$ cat src/design/bwc_pkg.sv
// ----------------------------------------------------------------------------
// bwc_pkg
// Shared types, constants and helper functions for the Butterworth
// coefficient designer.
// ----------------------------------------------------------------------------
package bwc_pkg;

  localparam int MAX_ORDER       = 8;
  localparam int MAX_TERMS       = 9;
  localparam int COEFF_FRAC_BITS = 24;
  localparam int POLY_FRAC       = 24;
  localparam int CORDIC_STEPS    = 30;

  localparam int ORD_W   = 4;
  localparam int TERM_AW = $clog2(MAX_TERMS);
  localparam int POLE_AW = (MAX_ORDER > 1) ? $clog2(MAX_ORDER) : 1;
  localparam int STEP_W  = $clog2(CORDIC_STEPS);
  localparam int Q_W     = 32;
  localparam int CX_W    = 34;
  localparam int POLY_W  = 40;
  localparam int ACC_W   = 46;
  localparam int MUL_W   = 44;
  localparam int SUM_W   = 44;
  localparam int DVD_W   = 62;
  localparam int DSR_W   = 32;
  localparam int BIN_W   = 8;
  localparam int PROD_W  = SUM_W + BIN_W + 1;

  localparam int OUT_SHR = (POLY_FRAC > COEFF_FRAC_BITS) ? POLY_FRAC - COEFF_FRAC_BITS : 0;
  localparam int OUT_SHL = (COEFF_FRAC_BITS > POLY_FRAC) ? COEFF_FRAC_BITS - POLY_FRAC : 0;

  localparam logic signed [CX_W-1:0] CORDIC_GAIN = 34'sd652032874;

  typedef struct packed {
    logic [3:0]  filter_order;
    logic [14:0] cutoff_ratio;
  } bwc_in_t;

  typedef struct packed {
    logic [3:0]         coeff_index;
    logic signed [31:0] denom_coeff;
    logic signed [31:0] numer_coeff;
    logic               last_coeff;
  } bwc_out_t;

  function automatic logic [31:0] atan_turn(input logic [STEP_W-1:0] s);
    logic [31:0] v;
    case (s)
      5'd0:  v = 32'h20000000;
      5'd1:  v = 32'h12E4051E;
      5'd2:  v = 32'h09FB385B;
      5'd3:  v = 32'h051111D4;
      5'd4:  v = 32'h028B0D43;
      5'd5:  v = 32'h0145D7E1;
      5'd6:  v = 32'h00A2F61E;
      5'd7:  v = 32'h00517C55;
      5'd8:  v = 32'h0028BE53;
      5'd9:  v = 32'h00145F2F;
      5'd10: v = 32'h000A2F98;
      5'd11: v = 32'h000517CC;
      5'd12: v = 32'h00028BE6;
      5'd13: v = 32'h000145F3;
      5'd14: v = 32'h0000A2FA;
      5'd15: v = 32'h0000517D;
      5'd16: v = 32'h000028BE;
      5'd17: v = 32'h0000145F;
      5'd18: v = 32'h00000A30;
      5'd19: v = 32'h00000518;
      5'd20: v = 32'h0000028C;
      5'd21: v = 32'h00000146;
      5'd22: v = 32'h000000A3;
      5'd23: v = 32'h00000051;
      5'd24: v = 32'h00000029;
      5'd25: v = 32'h00000014;
      5'd26: v = 32'h0000000A;
      5'd27: v = 32'h00000005;
      5'd28: v = 32'h00000003;
      5'd29: v = 32'h00000001;
      default: v = 32'h00000000;
    endcase
    return v;
  endfunction

  function automatic logic [BIN_W-1:0] binom_coef(input logic [ORD_W-1:0] n,
                                                  input logic [TERM_AW-1:0] k);
    logic [BIN_W-1:0] row [0:MAX_TERMS-1];
    for (int b = 0; b < MAX_TERMS; b++) row[b] = (b == 0) ? BIN_W'(1) : '0;
    for (int a = 0; a < MAX_ORDER; a++) begin
      if (a < int'(n)) begin
        for (int b = MAX_TERMS - 1; b > 0; b--) row[b] = row[b] + row[b-1];
      end
    end
    return row[k];
  endfunction

  function automatic logic signed [31:0] sat32(input logic signed [63:0] v);
    logic signed [31:0] r;
    if (v > 64'sd2147483647) r = 32'sh7FFFFFFF;
    else if (v < -64'sd2147483648) r = 32'sh80000000;
    else r = v[31:0];
    return r;
  endfunction

  function automatic logic signed [POLY_W-1:0] sat40(input logic signed [ACC_W-1:0] v);
    logic signed [POLY_W-1:0] r;
    logic signed [ACC_W-1:0]  hi;
    logic signed [ACC_W-1:0]  lo;
    hi = ACC_W'((64'sd1 <<< (POLY_W - 1)) - 64'sd1);
    lo = -hi - ACC_W'(1);
    if (v > hi) r = hi[POLY_W-1:0];
    else if (v < lo) r = lo[POLY_W-1:0];
    else r = v[POLY_W-1:0];
    return r;
  endfunction

  function automatic logic signed [31:0] sat_mag32(input logic neg,
                                                   input logic [DVD_W-1:0] mag);
    logic signed [31:0] r;
    if (!neg) r = (mag > DVD_W'(32'h7FFFFFFF)) ? 32'sh7FFFFFFF : $signed(mag[31:0]);
    else r = (mag > DVD_W'(32'h80000000)) ? 32'sh80000000 : -$signed(mag[31:0]);
    return r;
  endfunction

  function automatic logic signed [31:0] sat_out(input logic signed [63:0] v);
    logic signed [63:0] t;
    t = (v >>> OUT_SHR) <<< OUT_SHL;
    return sat32(t);
  endfunction

  function automatic logic [31:0] abs32(input logic signed [31:0] v);
    return v[31] ? (~v + 32'd1) : v;
  endfunction

endpackage

$ cat src/design/bwc_mul.sv
// ----------------------------------------------------------------------------
// bwc_mul
// Sign-magnitude Q30 multiplier: 40-bit by 32-bit through one 20x32
// multiplier over two passes, product scaled down by 2^30, truncated.
// ----------------------------------------------------------------------------
module bwc_mul (
  input  logic                             clk,
  input  logic                             rst_n,
  input  logic                             start,
  input  logic signed [bwc_pkg::POLY_W-1:0] a,
  input  logic signed [31:0]               b,
  output logic                             done,
  output logic signed [bwc_pkg::MUL_W-1:0] p
);
  import bwc_pkg::*;

  localparam logic [1:0] PH_IDLE = 2'd0;
  localparam logic [1:0] PH_LO   = 2'd1;
  localparam logic [1:0] PH_HI   = 2'd2;
  localparam logic [1:0] PH_SUM  = 2'd3;

  logic [1:0]            ph_r, ph_nxt;
  logic                  done_r, done_nxt;
  logic [POLY_W-1:0]     ua_r;
  logic [31:0]           ub_r;
  logic                  neg_r;
  logic [51:0]           lo_r, hi_r, prod;
  logic [19:0]           half;
  logic [52:0]           total;
  logic [MUL_W-2:0]      mag;
  logic signed [MUL_W-1:0] p_r;

  assign half  = (ph_r == PH_LO) ? ua_r[19:0] : ua_r[39:20];
  assign prod  = {32'd0, half} * {20'd0, ub_r};
  assign total = {1'b0, hi_r} + {21'd0, lo_r[51:20]};
  assign mag   = total[52:10];

  always_comb begin
    ph_nxt   = ph_r;
    done_nxt = 1'b0;
    case (ph_r)
      PH_IDLE: if (start) ph_nxt = PH_LO;
      PH_LO:   ph_nxt = PH_HI;
      PH_HI:   ph_nxt = PH_SUM;
      PH_SUM: begin
        ph_nxt   = PH_IDLE;
        done_nxt = 1'b1;
      end
      default: ph_nxt = PH_IDLE;
    endcase
  end

  always_ff @(posedge clk) begin
    if (!rst_n) begin
      ph_r   <= PH_IDLE;
      done_r <= 1'b0;
    end else begin
      ph_r   <= ph_nxt;
      done_r <= done_nxt;
    end
  end

  always_ff @(posedge clk) begin
    if (start && ph_r == PH_IDLE) begin
      ua_r  <= a[POLY_W-1] ? (~a + POLY_W'(1)) : a;
      ub_r  <= abs32(b);
      neg_r <= a[POLY_W-1] ^ b[31];
    end
    if (ph_r == PH_LO) lo_r <= prod;
    if (ph_r == PH_HI) hi_r <= prod;
    if (ph_r == PH_SUM) p_r <= neg_r ? -$signed({1'b0, mag}) : $signed({1'b0, mag});
  end

  assign done = done_r;
  assign p    = p_r;

endmodule

$ cat config.mk
export PLATFORM = sky130hd
export DESIGN_NAME = bwc_mul
export DESIGN_NICKNAME = d
export VERILOG_FILES = /design/src/design/bwc_pkg.sv /design/src/design/bwc_mul.sv
export SDC_FILE = /design/constraint.sdc
export NUM_CORES = 2
export LEC_CHECK = 0
export ABC_AREA = 1
export BUFFER_PORTS_ARGS = -buffer_cell sky130_fd_sc_hd__buf_2
export CAP_MARGIN = 20
export CELL_PAD_IN_SITES_DETAIL_PLACEMENT = 0
export CELL_PAD_IN_SITES_GLOBAL_PLACEMENT = 1
export CORE_ASPECT_RATIO = 1.1
export CORE_MARGIN = 10
export CORE_UTILIZATION = 50
export CTS_CLUSTER_DIAMETER = 60
export CTS_CLUSTER_SIZE = 10
export DETAILED_ROUTE_END_ITERATION = 16
export GPL_TIMING_DRIVEN = 0
export HOLD_SLACK_MARGIN = 0.06
export PLACE_DENSITY_LB_ADDON = 0.1
export SLEW_MARGIN = 20
export SYNTH_ARGS = -nofsm -noshare
export SYNTH_HDL_FRONTEND = slang
export SYNTH_SLANG_ARGS = --single-unit
$ cat constraint.sdc
create_clock -name clk -period 13.8 [get_ports clk]
set_clock_uncertainty 0.2 [all_clocks]
set_input_delay 2.76 -clock clk [delete_from_list [all_inputs] [get_ports clk]]
set_output_delay 2.76 -clock clk [all_outputs]
set_load 0.03 [all_outputs]
---- Yosys cells after proc, flatten, opt, wreduce, memory -nomap -nowiden ----
Index checks and enable logic that the tools add are counted.
Widths: inputs -> output; s select.
storage, ports and cells
  bits in read-only memories .............. 0
  bits in latches ......................... 0
  output and inout port bits .............. 45
  register bits after elaboration ......... 224
  logic and storage cells ................. 32
  bits of input ports ..................... 75
  RAM bits ................................ 0
  memories ................................ 0
operators by class
  reduce and logical (&&, ||, !) cells .... 2
  add/sub/neg operators ................... 4
  shift operators ......................... 0
  bitwise logic cells ..................... 3
  div/mod/pow operators ................... 0
  muxes and demuxes ....................... 7
  equality and inequality tests ........... 4
  $mul .................................... 1
  $lt $le $gt $ge ......................... 0
operator list
  operator               count
  $add 52x32->53         1
  $mul 20x32->52         1
  $neg 43->44            1
  $mux 43                1
  $add 40x2->40 const B  1
  $not 40->40            1
  $mux 39                1
  $add 32x1->32 const B  1
  $not 32->32            1
  $mux 31                1
  $mux 20                1
  $pmux 2 s4             1
  $eq 2x2->1 const B     2
  $eq 2x1->1 const B     1
  $logic_not 2->1        1
  $mux 2                 1
  $ne 2x2->1 const B     1
  $logic_and 1x1->1      1
  $mux 1                 1
  $xor 1x1->1            1

---- Depth between registers and ports, before layout ----
  word-level depth ........................ 3
  depth in mapped cells ................... 36
  mapped depth without buffers ............ 35

---- Worst setup path before layout ----
OpenSTA, ideal clock, no wires.
  kind .................................... register to register
  from .................................... register ph_r[1]
  to ...................................... register hi_r[51], data pin
  setup time .............................. 0.269 ns
  buffers on the path ..................... 2
  data arrival time ....................... 7.849 ns
  path slack .............................. 5.482 ns
  clock period less this slack ............ 8.318 ns
  required time ........................... 13.331 ns
  cell stages (with the launch flop) ...... 33
  cell sequence ........................... dfxtp_1 -> inv_1 -> ha_1 -> inv_1 -> clkbuf_1 -> or2_2 -> o21ai_1 -> clkinv_1 -> clkbuf_1 -> nand2_1 -> fa_1 -> inv_1 -> fa_1 -> fa_1 -> fa_1 -> fa_1 -> fa_1 -> inv_1 -> fa_1 -> inv_1 -> ha_1 -> a21oi_1 -> inv_1 -> a21oi_1 -> a21boi_0 -> nand2_1 -> nand2_1 -> nand3_1 -> nand2_1 -> nand2_1 -> a21oi_1 -> o21ai_0 -> xor2_1
on the way
  longest elaborated chain between the ends .. 3
ends and longest elaborated chain
  element                   RTL line       text
  start: declaration        bwc_mul.sv:22  logic [1:0] ph_r, ph_nxt;
  start signal: assignment  bwc_mul.sv:58  ph_r <= ph_nxt;
  $eq 2x1->1                bwc_mul.sv:33  assign half = (ph_r == PH_LO) ? ua_r[19:0] : ua_r[39:20];
  $mux 20                   bwc_mul.sv:33
  $mul 20x32->52            bwc_mul.sv:34  assign prod = {32'd0, half} * {20'd0, ub_r};
  named net prod[51]        bwc_mul.sv:27  logic [51:0] lo_r, hi_r, prod;
  end signal: assignment    bwc_mul.sv:70  if (ph_r == PH_HI) hi_r <= prod;
  end: declaration          bwc_mul.sv:27
The timed path passes the listed nets, and every way through them passes these cells.
A chain may end at the register's enable or synchronous reset.

---- Final worst setup path ----
  from .................................... register ph_r[1]
  to ...................................... register hi_r[42], data pin
The elaborated chain is that of the path after synthesis.

==> metrics.cfg <==
[status]
status = finished clean

[cts]
cts-root-buf = clkbuf_16
clk_path_buf_depth = 3
path_clk_slew_ps = 50
cts.sinks = 204
postCtsHoldBufs = 0
clock_latency_ps = 580
cts_tree = built
cts_buffers = 27
cts_resized = 0
htree_levels = 1
post_cts_buffers = 0

[worst_setup_path]
critPathMaxFanout = 28
critical-path-top-delay-family = adder cells
r2r_cells = 31
crit_path_top_delay_cell = buf_1
crit_cells = 31
worstPathRequired_ps = 13940
critPathMaxStageDelay_ps = 740
path_class = register to register
cp_data_arrival_time_ps = 10350
r2r_end = hi_r[42]
critPathBufInv = 11
end_kind = register
r2r-start = ph_r[1]
ff2ff_setup_slack_ps = 3580
start_kind = register

[global_routing]
grt_use_total_pct = 28.3
grt_overflow = 0
grt_max_degree = 60
grt_antenna_before_repair = 1
grt_first_pass_wirelength_mm = 166
grt_pass1_vias = 28152

[place]
place_congestion = 0.970
placed_area_sq_mm = 0.0354
hpwl_mm = 94.3
io_buffer_count = 118

[drt]
drt_iter0_markers = 1726
vias = 27461
dr.pass1.iters = 6
drc = 0
wl_mm = 110
final_antenna_net_count = 0
wire_per_inst_microns = 21.0
via_per_inst = 5.26

[min_path]
min_from = ph_r[1]
holdPathEnd = ph_r[1]
hp-class = register to register
hold_depth = 2

[floorplanning]
core-area_sq_mm = 0.0664
die_w_microns = 267
start_util_pct = 50.4
row_count = 99
ios = 120
die_area_sq_mm = 0.0777
chipHeight_microns = 291

[yosys]
synth_area_leaders = fa_1 (32%), edfxtp_1 (18%), inv_1 (11%)
yosys_warnings = 0
ys_ff_latch = 204
ys_dominant_reg_cell = edfxtp_1
synth_top_cell_by_area = fa_1
syn_area_sq_mm = 0.0335
syn-mean-instance-area_sq_um = 7.98
synth.top_cell.area_share_pct = 32.0
synth_common_cells = inv_1 (939), nand2_1 (938), nor2_1 (538)
ys_seq_area_share_pct = 18.2
synth_nets = 5007
yosysUniqueCellTypes = 49
synth_edf_count = 201
yosysMostFrequentCell = inv_1
netlist_instances = 4195
async_reset_ff_share_pct = 0

[timing]
grt_setup_unrepaired = false
drv_slew = 0
fin_setup_tns_ps = 0
tightest_slew_ps = 1140
timing_hold_violations_final = 0
fmax_ghz = 0.0979
whs_ps = 411
setup_viol = 0
period_share_pct = 74.0
slew_headroom_pct = 24.2
fin_crit_ps = 10220

[finish]
fill_cells = 6492
syn_to_final_growth_pct = 8.08
stdcell_area_sq_mm = 0.0362
nets = 5167
drive_gt1_share_pct = 7.30
diodes = 0
fin_util_pct = 54.5

[flow_run]
cap_viol_max_count = 0

layer usage:
| metal | routed length [microns] | share of wire, % | up-vias | GRT usage, % |
|---|---|---|---|---|
| met1 | 41300 | 38 | 13484 | 33.5 |
| met3 | 6610 | 6.0 | 234 | 3.39 |
| met2 | 54700 | 50 | 920 | 49.5 |
| met4 | 7020 | 6.4 | 0 | 15.4 |
| met5 | 0 | 0 | - | 0 |
| li1 | - | - | 12823 | - |
worst register-to-register path, delay by kind of cell, from the launching register on:
kind,cells,cell delay [ps]
xor gates and xnor gates,1,340
adders and majority gates,9,4540
DFF,1,340
and+or+nand+nor,7,1070
AOI/OAI and AO/OA,3,670
buffers and inverters,11,2810
flip-flops by register name, summed over array words and instances (netlist names):
signal,count
ub_r,32
neg_r,1
ph_r,2
hi_r,52
done,1
p,44
ua_r,40
lo_r,32
through the flow:
step / worst slack, ps / std cells
3_3_place_gp: 2470 / 5171
6_report: 3580 / 5225
4_1_cts: 3600 / 5225
2_1_floorplan: 5480 / 4195
3_5_place_dp: 3700 / 5184
5_1_grt: 3250 / 5225
cell type report:
class / instances / area [sq um] / area share [%]
repair buffers: 131 / 756 / 2.09
well taps: 858 / 1070 / 2.97
multi-input cells: 2908 / 23400 / 64.6
clock inverters: 11 / 134 / 0.370
plain buffers: 104 / 393 / 1.09
inverters: 979 / 3680 / 10.2
flip-flops and latches: 204 / 6100 / 16.8
clock buffers: 30 / 687 / 1.90
logic make-up (layout without fill, tap and decap cells):
kind of cell             Yosys count  count (layout)  synth area share [%]
adder cells (fa/ha/maj)          737             737                  39.6
AND/OR/NAND/NOR                 1771            1771                  22.0
XOR/XNOR                         151             151                  3.99
buffers and inverters           1083            1255                  12.1
flip-flops                       204             204                  18.2
AO/OA/AOI/OAI                    249             249                  4.05
layout by cell type (no fill, tap or decap), types with 27 or more instances in the layout:
cell type	n
clkbuf_1	101
edfxtp_1	201
ha_1	198
nor2_1	538
clkbuf_16	27
nand2_2	49
inv_1	938
fa_1	536
a21oi_1	96
buf_2	119
xor2_1	96
o21ai_0	85
nand4_1	36
xnor2_1	53
nand3_1	88
nand2_1	938
worst max path at each step:
stage / to / slack [ps] / from
2_1_floorplan: hi_r[51] / 5480 / ph_r[1]
3_3_place_gp: lo_r[33] / 2470 / ph_r[1]
3_5_place_dp: lo_r[42] / 3700 / ph_r[1]
4_1_cts: hi_r[42] / 3600 / ph_r[1]
5_1_grt: lo_r[37] / 3250 / ph_r[1]
6_report: hi_r[42] / 3580 / ph_r[1]
Power is left out: the tool's default activity adds up to more than one toggle a clock period on the data nets, which glitch-free logic cannot reach.
