### src/design/bwc_pkg.sv
// ----------------------------------------------------------------------------
// bwc_pkg
// Shared types, constants and helper functions for the Butterworth
// coefficient designer.
// ----------------------------------------------------------------------------
package bwc_pkg;

  localparam int MAX_ORDER       = 8;
  localparam int MAX_TERMS       = 9;
  localparam int COEFF_FRAC_BITS = 24;
  localparam int POLY_FRAC       = 24;
  localparam int CORDIC_STEPS    = 30;

  localparam int ORD_W   = 4;
  localparam int TERM_AW = $clog2(MAX_TERMS);
  localparam int POLE_AW = (MAX_ORDER > 1) ? $clog2(MAX_ORDER) : 1;
  localparam int STEP_W  = $clog2(CORDIC_STEPS);
  localparam int Q_W     = 32;
  localparam int CX_W    = 34;
  localparam int POLY_W  = 40;
  localparam int ACC_W   = 46;
  localparam int MUL_W   = 44;
  localparam int SUM_W   = 44;
  localparam int DVD_W   = 62;
  localparam int DSR_W   = 32;
  localparam int BIN_W   = 8;
  localparam int PROD_W  = SUM_W + BIN_W + 1;

  localparam int OUT_SHR = (POLY_FRAC > COEFF_FRAC_BITS) ? POLY_FRAC - COEFF_FRAC_BITS : 0;
  localparam int OUT_SHL = (COEFF_FRAC_BITS > POLY_FRAC) ? COEFF_FRAC_BITS - POLY_FRAC : 0;

  localparam logic signed [CX_W-1:0] CORDIC_GAIN = 34'sd652032874;

  typedef struct packed {
    logic [3:0]  filter_order;
    logic [14:0] cutoff_ratio;
  } bwc_in_t;

  typedef struct packed {
    logic [3:0]         coeff_index;
    logic signed [31:0] denom_coeff;
    logic signed [31:0] numer_coeff;
    logic               last_coeff;
  } bwc_out_t;

  function automatic logic [31:0] atan_turn(input logic [STEP_W-1:0] s);
    logic [31:0] v;
    case (s)
      5'd0:  v = 32'h20000000;
      5'd1:  v = 32'h12E4051E;
      5'd2:  v = 32'h09FB385B;
      5'd3:  v = 32'h051111D4;
      5'd4:  v = 32'h028B0D43;
      5'd5:  v = 32'h0145D7E1;
      5'd6:  v = 32'h00A2F61E;
      5'd7:  v = 32'h00517C55;
      5'd8:  v = 32'h0028BE53;
      5'd9:  v = 32'h00145F2F;
      5'd10: v = 32'h000A2F98;
      5'd11: v = 32'h000517CC;
      5'd12: v = 32'h00028BE6;
      5'd13: v = 32'h000145F3;
      5'd14: v = 32'h0000A2FA;
      5'd15: v = 32'h0000517D;
      5'd16: v = 32'h000028BE;
      5'd17: v = 32'h0000145F;
      5'd18: v = 32'h00000A30;
      5'd19: v = 32'h00000518;
      5'd20: v = 32'h0000028C;
      5'd21: v = 32'h00000146;
      5'd22: v = 32'h000000A3;
      5'd23: v = 32'h00000051;
      5'd24: v = 32'h00000029;
      5'd25: v = 32'h00000014;
      5'd26: v = 32'h0000000A;
      5'd27: v = 32'h00000005;
      5'd28: v = 32'h00000003;
      5'd29: v = 32'h00000001;
      default: v = 32'h00000000;
    endcase
    return v;
  endfunction

  function automatic logic [BIN_W-1:0] binom_coef(input logic [ORD_W-1:0] n,
                                                  input logic [TERM_AW-1:0] k);
    logic [BIN_W-1:0] row [0:MAX_TERMS-1];
    for (int b = 0; b < MAX_TERMS; b++) row[b] = (b == 0) ? BIN_W'(1) : '0;
    for (int a = 0; a < MAX_ORDER; a++) begin
      if (a < int'(n)) begin
        for (int b = MAX_TERMS - 1; b > 0; b--) row[b] = row[b] + row[b-1];
      end
    end
    return row[k];
  endfunction

  function automatic logic signed [31:0] sat32(input logic signed [63:0] v);
    logic signed [31:0] r;
    if (v > 64'sd2147483647) r = 32'sh7FFFFFFF;
    else if (v < -64'sd2147483648) r = 32'sh80000000;
    else r = v[31:0];
    return r;
  endfunction

  function automatic logic signed [POLY_W-1:0] sat40(input logic signed [ACC_W-1:0] v);
    logic signed [POLY_W-1:0] r;
    logic signed [ACC_W-1:0]  hi;
    logic signed [ACC_W-1:0]  lo;
    hi = ACC_W'((64'sd1 <<< (POLY_W - 1)) - 64'sd1);
    lo = -hi - ACC_W'(1);
    if (v > hi) r = hi[POLY_W-1:0];
    else if (v < lo) r = lo[POLY_W-1:0];
    else r = v[POLY_W-1:0];
    return r;
  endfunction

  function automatic logic signed [31:0] sat_mag32(input logic neg,
                                                   input logic [DVD_W-1:0] mag);
    logic signed [31:0] r;
    if (!neg) r = (mag > DVD_W'(32'h7FFFFFFF)) ? 32'sh7FFFFFFF : $signed(mag[31:0]);
    else r = (mag > DVD_W'(32'h80000000)) ? 32'sh80000000 : -$signed(mag[31:0]);
    return r;
  endfunction

  function automatic logic signed [31:0] sat_out(input logic signed [63:0] v);
    logic signed [63:0] t;
    t = (v >>> OUT_SHR) <<< OUT_SHL;
    return sat32(t);
  endfunction

  function automatic logic [31:0] abs32(input logic signed [31:0] v);
    return v[31] ? (~v + 32'd1) : v;
  endfunction

endpackage

### src/design/bwc_div.sv
// ----------------------------------------------------------------------------
// bwc_div
// Unsigned restoring divider, one quotient bit per cycle.
// ----------------------------------------------------------------------------
module bwc_div (
  input  logic                      clk,
  input  logic                      rst_n,
  input  logic                      start,
  input  logic [bwc_pkg::DVD_W-1:0] dvd,
  input  logic [bwc_pkg::DSR_W-1:0] dsr,
  output logic                      done,
  output logic [bwc_pkg::DVD_W-1:0] quo
);
  import bwc_pkg::*;

  localparam int CNT_W = $clog2(DVD_W);

  logic [DVD_W-1:0] q_r, q_nxt;
  logic [DSR_W-1:0] rem_r, rem_nxt, d_r;
  logic [CNT_W-1:0] cnt_r, cnt_nxt;
  logic             run_r, run_nxt, done_r, done_nxt;
  logic [DSR_W:0]   sh;
  logic [DSR_W+1:0] diff;

  assign sh   = {rem_r, q_r[DVD_W-1]};
  assign diff = {1'b0, sh} - {2'b00, d_r};

  always_comb begin
    q_nxt    = q_r;
    rem_nxt  = rem_r;
    cnt_nxt  = cnt_r;
    run_nxt  = run_r;
    done_nxt = 1'b0;
    if (start) begin
      q_nxt   = dvd;
      rem_nxt = '0;
      cnt_nxt = '0;
      run_nxt = 1'b1;
    end else if (run_r) begin
      if (!diff[DSR_W+1]) begin
        rem_nxt = diff[DSR_W-1:0];
        q_nxt   = {q_r[DVD_W-2:0], 1'b1};
      end else begin
        rem_nxt = sh[DSR_W-1:0];
        q_nxt   = {q_r[DVD_W-2:0], 1'b0};
      end
      cnt_nxt = cnt_r + CNT_W'(1);
      if (cnt_r == CNT_W'(DVD_W - 1)) begin
        run_nxt  = 1'b0;
        done_nxt = 1'b1;
      end
    end
  end

  always_ff @(posedge clk) begin
    if (!rst_n) begin
      run_r  <= 1'b0;
      done_r <= 1'b0;
    end else begin
      run_r  <= run_nxt;
      done_r <= done_nxt;
    end
  end

  always_ff @(posedge clk) begin
    q_r   <= q_nxt;
    rem_r <= rem_nxt;
    cnt_r <= cnt_nxt;
    if (start) d_r <= dsr;
  end

  assign done = done_r;
  assign quo  = q_r;

endmodule

### config.mk
export PLATFORM = sky130hd
export DESIGN_NAME = bwc_div
export DESIGN_NICKNAME = d
export VERILOG_FILES = /design/src/design/bwc_pkg.sv /design/src/design/bwc_div.sv
export SDC_FILE = /design/constraint.sdc
export NUM_CORES = 1
export LEC_CHECK = 0
export BUFFER_PORTS_ARGS = -buffer_cell sky130_fd_sc_hd__clkbuf_2
export CAP_MARGIN = 20
export CORE_ASPECT_RATIO = 0.6
export CORE_MARGIN = 5
export CORE_UTILIZATION = 50
export CTS_CLUSTER_SIZE = 14
export DETAILED_ROUTE_END_ITERATION = 10
export PLACE_DENSITY = 0.75
export RECOVER_POWER = 25
export SLEW_MARGIN = 20
export SYNTH_ARGS = -nofsm -noshare
export SYNTH_HDL_FRONTEND = slang
export SYNTH_SLANG_ARGS = --single-unit
### constraint.sdc
create_clock -name clk -period 3.9 [get_ports clk]
set_clock_uncertainty 0.15 [all_clocks]
set_input_delay 0 -clock clk [delete_from_list [all_inputs] [get_ports clk]]
set_output_delay 0 -clock clk [all_outputs]
set_load 0.02 [all_outputs]
* Word level (Yosys, flattened, before mapping)
Index checks and enable logic that the tools add are counted.
** Storage, ports and cells
- Register bits after elaboration :: 134
- Bits in latches :: 0
- Memory bits (writable) :: 0
- Bits in read-only memories :: 0
- Input bits :: 97
- Word-level logic and storage cells :: 21
- Memories kept :: 0
** Operators by class
- Add/sub/neg operators :: 2
- Multipliers :: 0
- Div/mod/pow operators :: 0
- $lt $le $gt $ge :: 0
- Eq/ne operators :: 1
- Shift-type cells :: 0
- Mux-type cells :: 8
- Bitwise logic cells :: 2
- Reductions and logical operators :: 2
** Operators by type and width (number)
- $mux W62 :: 2
- $sub A33 B32 Y34 :: 1
- $mux W32 :: 1
- $add A6 B1 Y6 const B :: 1
- $eq A6 B6 Y1 const B :: 1
- $mux W1 :: 5
- $reduce_or A3 Y1 :: 1
- $not A1 Y1 :: 2
- $reduce_bool A2 Y1 :: 1

* Logic depth before layout (Yosys ltp)
Gate-level depths: netlist (run 1).
- Depth after elaboration :: 4
- Mapped depth :: 14

* Worst setup path before layout (run 1)
No wires, ideal clock.
- Path kind :: register to register
- From :: register q_r[61] (netlist: quo[61])
- To :: register rem_r[28]
- Data arrival time :: 2.793 ns
- Data required time :: 3.608 ns
- Path slack :: 0.815 ns
- Cell stages (with the launch flop) :: 13
- Path buffers :: 0
- Clock period less this slack :: 3.085 ns
- Cells stage by stage :: edfxtp_1 inv_1 ha_1 fa_1 nand2b_1 a21oi_1 a21oi_1 o22ai_2 o211ai_1 a211oi_1 mux2_2 o21ai_1 a311oi_1
** On the way
- Longest elaborated chain between the ends :: 2
** Ends and longest elaborated chain
- start: declaration :: line bwc_div.sv:18 : logic [DVD_W-1:0] q_r, q_nxt;
- start signal: assignment :: line bwc_div.sv:66 : q_r <= q_nxt;
- $sub A33 B32 Y34 :: line bwc_div.sv:26 : assign diff = {1'b0, sh} - {2'b00, d_r};
- $mux W32 :: line bwc_div.sv:40 : if (!diff[DSR_W+1]) begin
- end signal: assignment :: line bwc_div.sv:67 : rem_r <= rem_nxt;
- end: declaration :: line bwc_div.sv:19 : logic [DSR_W-1:0] rem_r, rem_nxt, d_r;
No other way between the ends.
A chain may end at the register's enable or synchronous reset.

* Final worst setup path (run 1)
Same ends and word-level chain as after synthesis.

==> out/summary.txt, run 1 <==
status: finished clean
Crit Path Class: flop to flop
ys async rst share: 0
fin util: 0.694
LEAKAGE: 4.02 nW
Hold EP: d_r[10]
Largest stage delay, worst path: 0.39 ns
gpl congestion: 0.976
worst skew pair latency: 0.42 ns
Final #Nets: 1036
total power: 4.36 mW
Yosys reg bits: 134
die width: 165 um
CP dominant cell by count: a21oi_1
RR Startpoint: quo[61]
Clock Sink Count: 134
Via density: 5.47
HPWL after DPL: 12.5 mm
crit path cell chain: inv_1 > ha_1 > fa_1 > nand2b_1 > a21oi_1 > a21oi_1 > o22ai_2 > o211ai_1 > a211oi_1 > mux2_2 > o21ai_1 > a311oi_1
r2r setup slk: 0.47 ns
crit share post-route: 0.879
cts repair resizes: 0
Startpoint Class: flop
Syn Nets: 795
fin worst setup slack: 0.471 ns
Longest Clk Path Bufs: 2
Reg power frac: 0.404
cts bufs inserted: 17
Switching Share: 0.312
Clk pwr share: 0.376
number of global-route vias before repair: 6014
Syn Inst Count: 663
Syn Area/Cell: 10.8 um2
WHS: 0.139 ns
GRT Overall Usage: 0.229
clock slew at reported path FFs: 0.07 ns
1st-pass router iterations: 5
Setup-failing EPs final: 0
Vert. Die Dim: 103 um
classification of the worst-slack hold path: input pin to flop
Hold Crit Depth: 2
reg2reg end: rem_r[28]
WL/cell: 17.6 um
fmax: 292 MHz
pre-CTS setup slack: 0.552 ns
grt ovf: 0
Netlist cell types: 62
worst-path fanout max: 5
synthesized area: 7170 um2
fraction of layout cells with a size suffix above 1: 0.246
core area: 13800 um2
Max IR drop VDD: 0.336 mV
Int Pwr: 3.00 mW
DRT antenna net count: 0
Power Density: 454 nW/um2
Slew HR: 0.483
Ports: 160
WP data required: 4.02 ns
slowest stage cell, crit path: edfxtp_1
# H-tree levels: 4
initial antenna violation count: 0
max-slew violation count: 0
Initial Util: 0.518
pin count of the biggest net entering global routing: 131
worst slew pin tran: 0.775 ns
RSZ-0062 raised after global routing: false
number of synthesized flops with an enable pin: 94
post-route minimum period: 3.43 ns
CP endpoint kind: flop
Logic pwr share: 0.221
CTS Root Cell: clkbuf_16
Final Hold Fails: 0
DRC Markers: 0
WL final: 19.5 mm
Layout area overhead: 33.9%
hold_sp: dsr[10]
NetSw: 1.36 mW
Synth Warn #: 0
Post-synth top flop: edfxtp_1
Port Buf Inserts: 159
CTS tree: built
CP arrival: 3.55 ns
row count: 33
setup_tns: 0 ns
via count: 6061
worst reg2reg path depth: 12
1st-iter DRT viols: 444
post-CTS setup buffers: 0
full die area: 16900 um2
first-pass GRT wire length: 30.3 mm
Max Cap Viol: 0
register area share after synthesis: 0.505
n_diodes: 0
==> through the flow <==
step           instance area [um2]  cells
2_1_floorplan                 7170    663
3_3_place_gp                  8080    981
3_5_place_dp                  8080    981
4_1_cts                       9650   1109
5_1_grt                       9600   1109
6_report                      9600   1109
==> cell usage after synthesis (all sizes together) (2+ instances only) <==
cell type | number | area (um2)
o22ai | 3 | 25.0
or3 | 4 | 25.0
a211o | 2 | 17.5
o31ai | 4 | 43.8
xor2 | 13 | 114
nor4 | 2 | 12.5
a31oi | 4 | 25.0
edfxtp | 94 | 2820
o211ai | 3 | 27.5
a21o | 11 | 83.8
o311a | 2 | 20.0
buf | 17 | 100
nor2 | 53 | 199
inv | 46 | 173
a211oi | 3 | 22.5
a21oi | 36 | 184
nand4 | 10 | 62.6
nor2b | 4 | 25.0
clkbuf | 21 | 78.8
xnor2 | 16 | 140
and3 | 4 | 25.0
nand2 | 75 | 282
or2 | 2 | 12.5
o21a | 4 | 30.0
a311oi | 24 | 210
o21ai | 21 | 105
nand2b | 5 | 31.3
nor3b | 2 | 15.0
a221oi | 2 | 17.5
nand3 | 10 | 50.1
mux2i | 3 | 30.0
nor3 | 2 | 10.0
ha | 34 | 425
mux2 | 63 | 709
o21bai | 6 | 45.0
a32oi | 2 | 17.5
dfxtp | 40 | 801
==> how the worst max path moves through the flow <==
stage | start | end | slack (ns) | cells after the start
finish | quo[61] | rem_r[28] | 0.47 | 12
global placement | quo[61] | rem_r[28] | 0.64 | 12
detailed placement | quo[61] | rem_r[28] | 0.55 | 12
floorplan | quo[61] | rem_r[28] | 0.82 | 12
global route | quo[61] | rem_r[28] | 0.24 | 12
CTS | quo[61] | rem_r[28] | 0.51 | 12
==> kinds of logic after synthesis <==
kind of cell / count (synthesis) / synth area share
multiplexers: 66 / 0.103
adder cells (fa/ha/maj): 35 / 0.0621
flip-flops: 134 / 0.505
XOR/XNOR: 29 / 0.0354
AND/OR/NAND/NOR: 175 / 0.106
buffers and inverters: 84 / 0.0490
AO/OA/AOI/OAI: 140 / 0.139
==> what timing repair did <==
item / CTS / global route
setup endpoints to repair: 0 / 0
hold buffers: 96 / 0
hold endpoints to repair: 99 / 0
==> state kept, by name, indices dropped and copies added, names as in the netlist <==
register / flops
quo: 62
cnt_r: 6
rem_r: 32
run_r: 1
d_r: 32
done: 1
==> power groups by stage <==
stage               Clock (mW)  Combinational [mW]  Sequential, mW
floorplan                    0               0.544            1.85
global placement             0               0.845            1.77
detailed placement           0               0.865            1.78
global route              1.73                1.04            1.77
finish                    1.64               0.961            1.76
CTS                       1.65               0.952            1.75
==> per-layer routing <==
layer  GRT usage  part of all wire  wire, um
met3      0.0511             0.062      1210
met4      0.0875             0.024       473
met2       0.371              0.48      9330
met1       0.303              0.44      8530
met5           0                 0         0
==> layout make-up <==
cell class | instances | area (um2)
Fill cell | 1002 | 4230
Sequential cell | 134 | 3620
Multi-Input combinational cell | 445 | 3200
Timing Repair Buffer | 260 | 1760
Clock buffer | 17 | 425
Tap cell | 192 | 240
Clock inverter | 15 | 181
Inverter | 46 | 173
==> placed cells by master, fill, tap and decap left out, drive strengths merged, types with 4 or more instances in the layout <==
cell type / synthesis / final
xor2: 13 / 13
o21ai: 21 / 21
nand3: 10 / 10
a31oi: 4 / 4
nand2: 75 / 75
a21oi: 36 / 36
clkbuf: 21 / 175
nor2: 53 / 53
buf: 17 / 6
ha: 34 / 34
a311oi: 24 / 24
xnor2: 16 / 16
nor2b: 4 / 4
o21a: 4 / 4
dfxtp: 40 / 40
or3: 4 / 4
o21bai: 6 / 6
clkinv: 0 / 5
o31ai: 4 / 4
edfxtp: 94 / 94
inv: 46 / 54
nand4: 10 / 10
nand2b: 5 / 5
and3: 4 / 4
mux2: 63 / 63
a21o: 11 / 11
dlygate4sd3: 0 / 96
==> critical path, delay by kind of cell, from the launching register on <==
kind	cells	cell delay, ns
AO/OA/AOI/OAI	7	1.52
AND/OR/NAND/NOR	1	0.20
buffers and inverters	1	0.06
adder cells (fa/ha/maj)	2	0.60
multiplexers	1	0.37
flip-flops	1	0.39
Power figures use the tool's default switching activity.
==> run 2: changes to the inputs <==
--- a/config.mk
+++ b/config.mk
@@ -7,12 +7,14 @@
 export LEC_CHECK = 0
 export BUFFER_PORTS_ARGS = -buffer_cell sky130_fd_sc_hd__clkbuf_2
 export CAP_MARGIN = 20
+export CELL_PAD_IN_SITES_DETAIL_PLACEMENT = 0
+export CELL_PAD_IN_SITES_GLOBAL_PLACEMENT = 2
 export CORE_ASPECT_RATIO = 0.6
 export CORE_MARGIN = 5
-export CORE_UTILIZATION = 50
+export CORE_UTILIZATION = 35
 export CTS_CLUSTER_SIZE = 14
 export DETAILED_ROUTE_END_ITERATION = 10
-export PLACE_DENSITY = 0.75
+export PLACE_DENSITY_LB_ADDON = 0.1
 export RECOVER_POWER = 25
 export SLEW_MARGIN = 20
 export SYNTH_ARGS = -nofsm -noshare
==> run 2 against run 1 <==
Sequential share of layout area decreased by 0.45 points. Die area rose by 39%. Non-clock buffer count did not move. Via count shrank 4.9%. Critical path type unchanged. Critical endpoint unchanged. Largest power group unchanged. Highest routed layer unchanged.
==> out/summary.txt, run 2 (synthesis results as in run 1) <==
setup_tns: 0 ns (unchanged)
worst-path fanout max: 5 (unchanged)
# H-tree levels: 4 (unchanged)
WL/cell: 16.0 um (was 17.6 um)
Clock Sink Count: 134 (unchanged)
gpl congestion: 0.787 (was 0.976)
initial antenna violation count: 0 (unchanged)
DRC Markers: 0 (unchanged)
Longest Clk Path Bufs: 2 (unchanged)
Largest register FFs: 62 (unchanged)
Max IR drop VDD: 0.307 mV (was 0.336 mV)
hold buffer count at CTS: 96 (unchanged)
placed cells: 1062 (was 981)
Via density: 4.85 (was 5.47)
fraction of layout cells with a size suffix above 1: 0.244 (was 0.246)
filler cell count: 1906 (was 1002)
RSZ-0062 raised after global routing: false (unchanged)
row count: 40 (was 33)
die width: 195 um (was 165 um)
number of global-route vias before repair: 5833 (was 6014)
Setup-failing EPs final: 0 (unchanged)
via count: 5766 (was 6061)
worst slew pin tran: 0.834 ns (was 0.775 ns)
Final Hold Fails: 0 (unchanged)
Port Buf Inserts: 159 (unchanged)
CP endpoint kind: flop (unchanged)
Initial Util: 0.357 (was 0.518)
worst skew pair latency: 0.42 ns (about the same)
r2r setup slk: 0.45 ns (was 0.47 ns)
cts repair resizes: 0 (unchanged)
1st-iter DRT viols: 325 (was 444)
WL final: 19.0 mm (was 19.5 mm)
Max Cap Viol: 0 (unchanged)
most frequent cells in the layout: 116 x clkbuf_2, 96 x dlygate4sd3_1, 94 x edfxtp_1 (was 118 x clkbuf_2, 96 x dlygate4sd3_1, 94 x edfxtp_1)
classification of the worst-slack hold path: input pin to flop (unchanged)
cts bufs inserted: 17 (unchanged)
Crit Path Class: flop to flop (unchanged)
crit share post-route: 0.883 (was 0.879)
fin cells: 1190 (was 1109)
full die area: 23500 um2 (was 16900 um2)
n_diodes: 0 (unchanged)
Power Density: 449 nW/um2 (was 454 nW/um2)
post-route minimum period: 3.45 ns (was 3.43 ns)
HPWL after DPL: 13.0 mm (was 12.5 mm)
1st-pass router iterations: 5 (unchanged)
pin count of the biggest net entering global routing: 131 (unchanged)
max-slew violation count: 0 (unchanged)
grt ovf: 0 (unchanged)
Layout area overhead: 35.5% (was 33.9%)
status: finished clean (unchanged)
commonest non-fill, non-tap cell in the layout: clkbuf_2 (unchanged)
CTS tree: built (unchanged)
core area: 20100 um2 (was 13800 um2)
fmax: 290 MHz (was 292 MHz)
Ports: 160 (unchanged)
GRT Overall Usage: 0.163 (was 0.229)
Final #Nets: 1036 (unchanged)
Slew HR: 0.443 (was 0.483)
first-pass GRT wire length: 30.9 mm (was 30.3 mm)
WP data required: 4.01 ns (was 4.02 ns)
Vert. Die Dim: 121 um (was 103 um)
LEAKAGE: 4.03 nW (was 4.02 nW)
clock slew at reported path FFs: 0.06 ns (was 0.07 ns)
DRT antenna net count: 0 (unchanged)
CP arrival: 3.56 ns (was 3.55 ns)
CTS Root Cell: clkbuf_16 (unchanged)
post-CTS setup buffers: 0 (unchanged)
Startpoint Class: flop (unchanged)
-- run 2: cell count changes in the layout (fill, tap and decap cells not counted), moves of 2 or more --
cell / previous run / this run
clkbuf_16: 17 / 21
inv_4: 0 / 3
clkbuf_8: 0 / 2
inv_8: 6 / 1
clkinv_4: 3 / 1
clkinv_8: 2 / 0
clkbuf_2: 118 / 116
-- run 2: cell type report --
type	instances	area, um2	share of cell area
clock buffer	23	553	0.0569
sequential	134	3620	0.373
multi-input combinational	445	3200	0.329
clock inverter	9	70.1	0.00721
tap	273	342	0.0352
inverter	46	173	0.0178
timing repair buffer	260	1760	0.181
-- run 2: worst max-delay path, cell delays in order (launching register included) --
cell and delay (ns):
edfxtp_1 0.38, inv_1 0.06, ha_1 0.22, fa_1 0.38, nand2b_1 0.19, a21oi_1 0.31
a21oi_1 0.24, o22ai_2 0.28, o211ai_1 0.19, a211oi_1 0.29, mux2_2 0.36, o21ai_1 0.13
a311oi_1 0.10
-- run 2: path summary, 6_finish.rpt --
check        startpoint         to  cells past startpoint
max             quo[61]  rem_r[28]                     12
min              dsr[9]     d_r[9]                      2
max reg2reg     quo[61]  rem_r[28]                     12
min reg2reg   rem_r[30]  rem_r[30]                      2
-- run 2: per-layer routing --
layer  wire (um)  part of all wire  global-route usage
met1        9790              0.51               0.240
met4         138            0.0073              0.0353
met2        7910              0.42               0.233
met3        1180             0.062              0.0527
met5           0                 0                   0
-- run 2: power breakdown --
group	internal, mW	total [mW]	switching (mW)
Combinational	0.399	0.948	0.549
Clock	1.01	1.66	0.651
Sequential	1.68	1.75	0.0739
Total	3.09	4.36	1.27
-- run 2: through the flow --
stage / area, um2 / util / worst slack (ns) / hold WS, ns / power [mW]
final: 9710 / 0.484 / 0.454 / 0.138 / 4.36
after global routing: 9710 / 0.484 / 0.0998 / 0.125 / 4.60
after CTS: 9770 / 0.487 / 0.424 / 0.112 / 4.44
after detailed placement: 8180 / 0.408 / 0.447 / 0.0286 / 2.66
after global placement: 8180 / 0.408 / 0.540 / 0.0262 / 2.66
after floorplan: 7170 / - / 0.815 / -0.0511 / 2.39
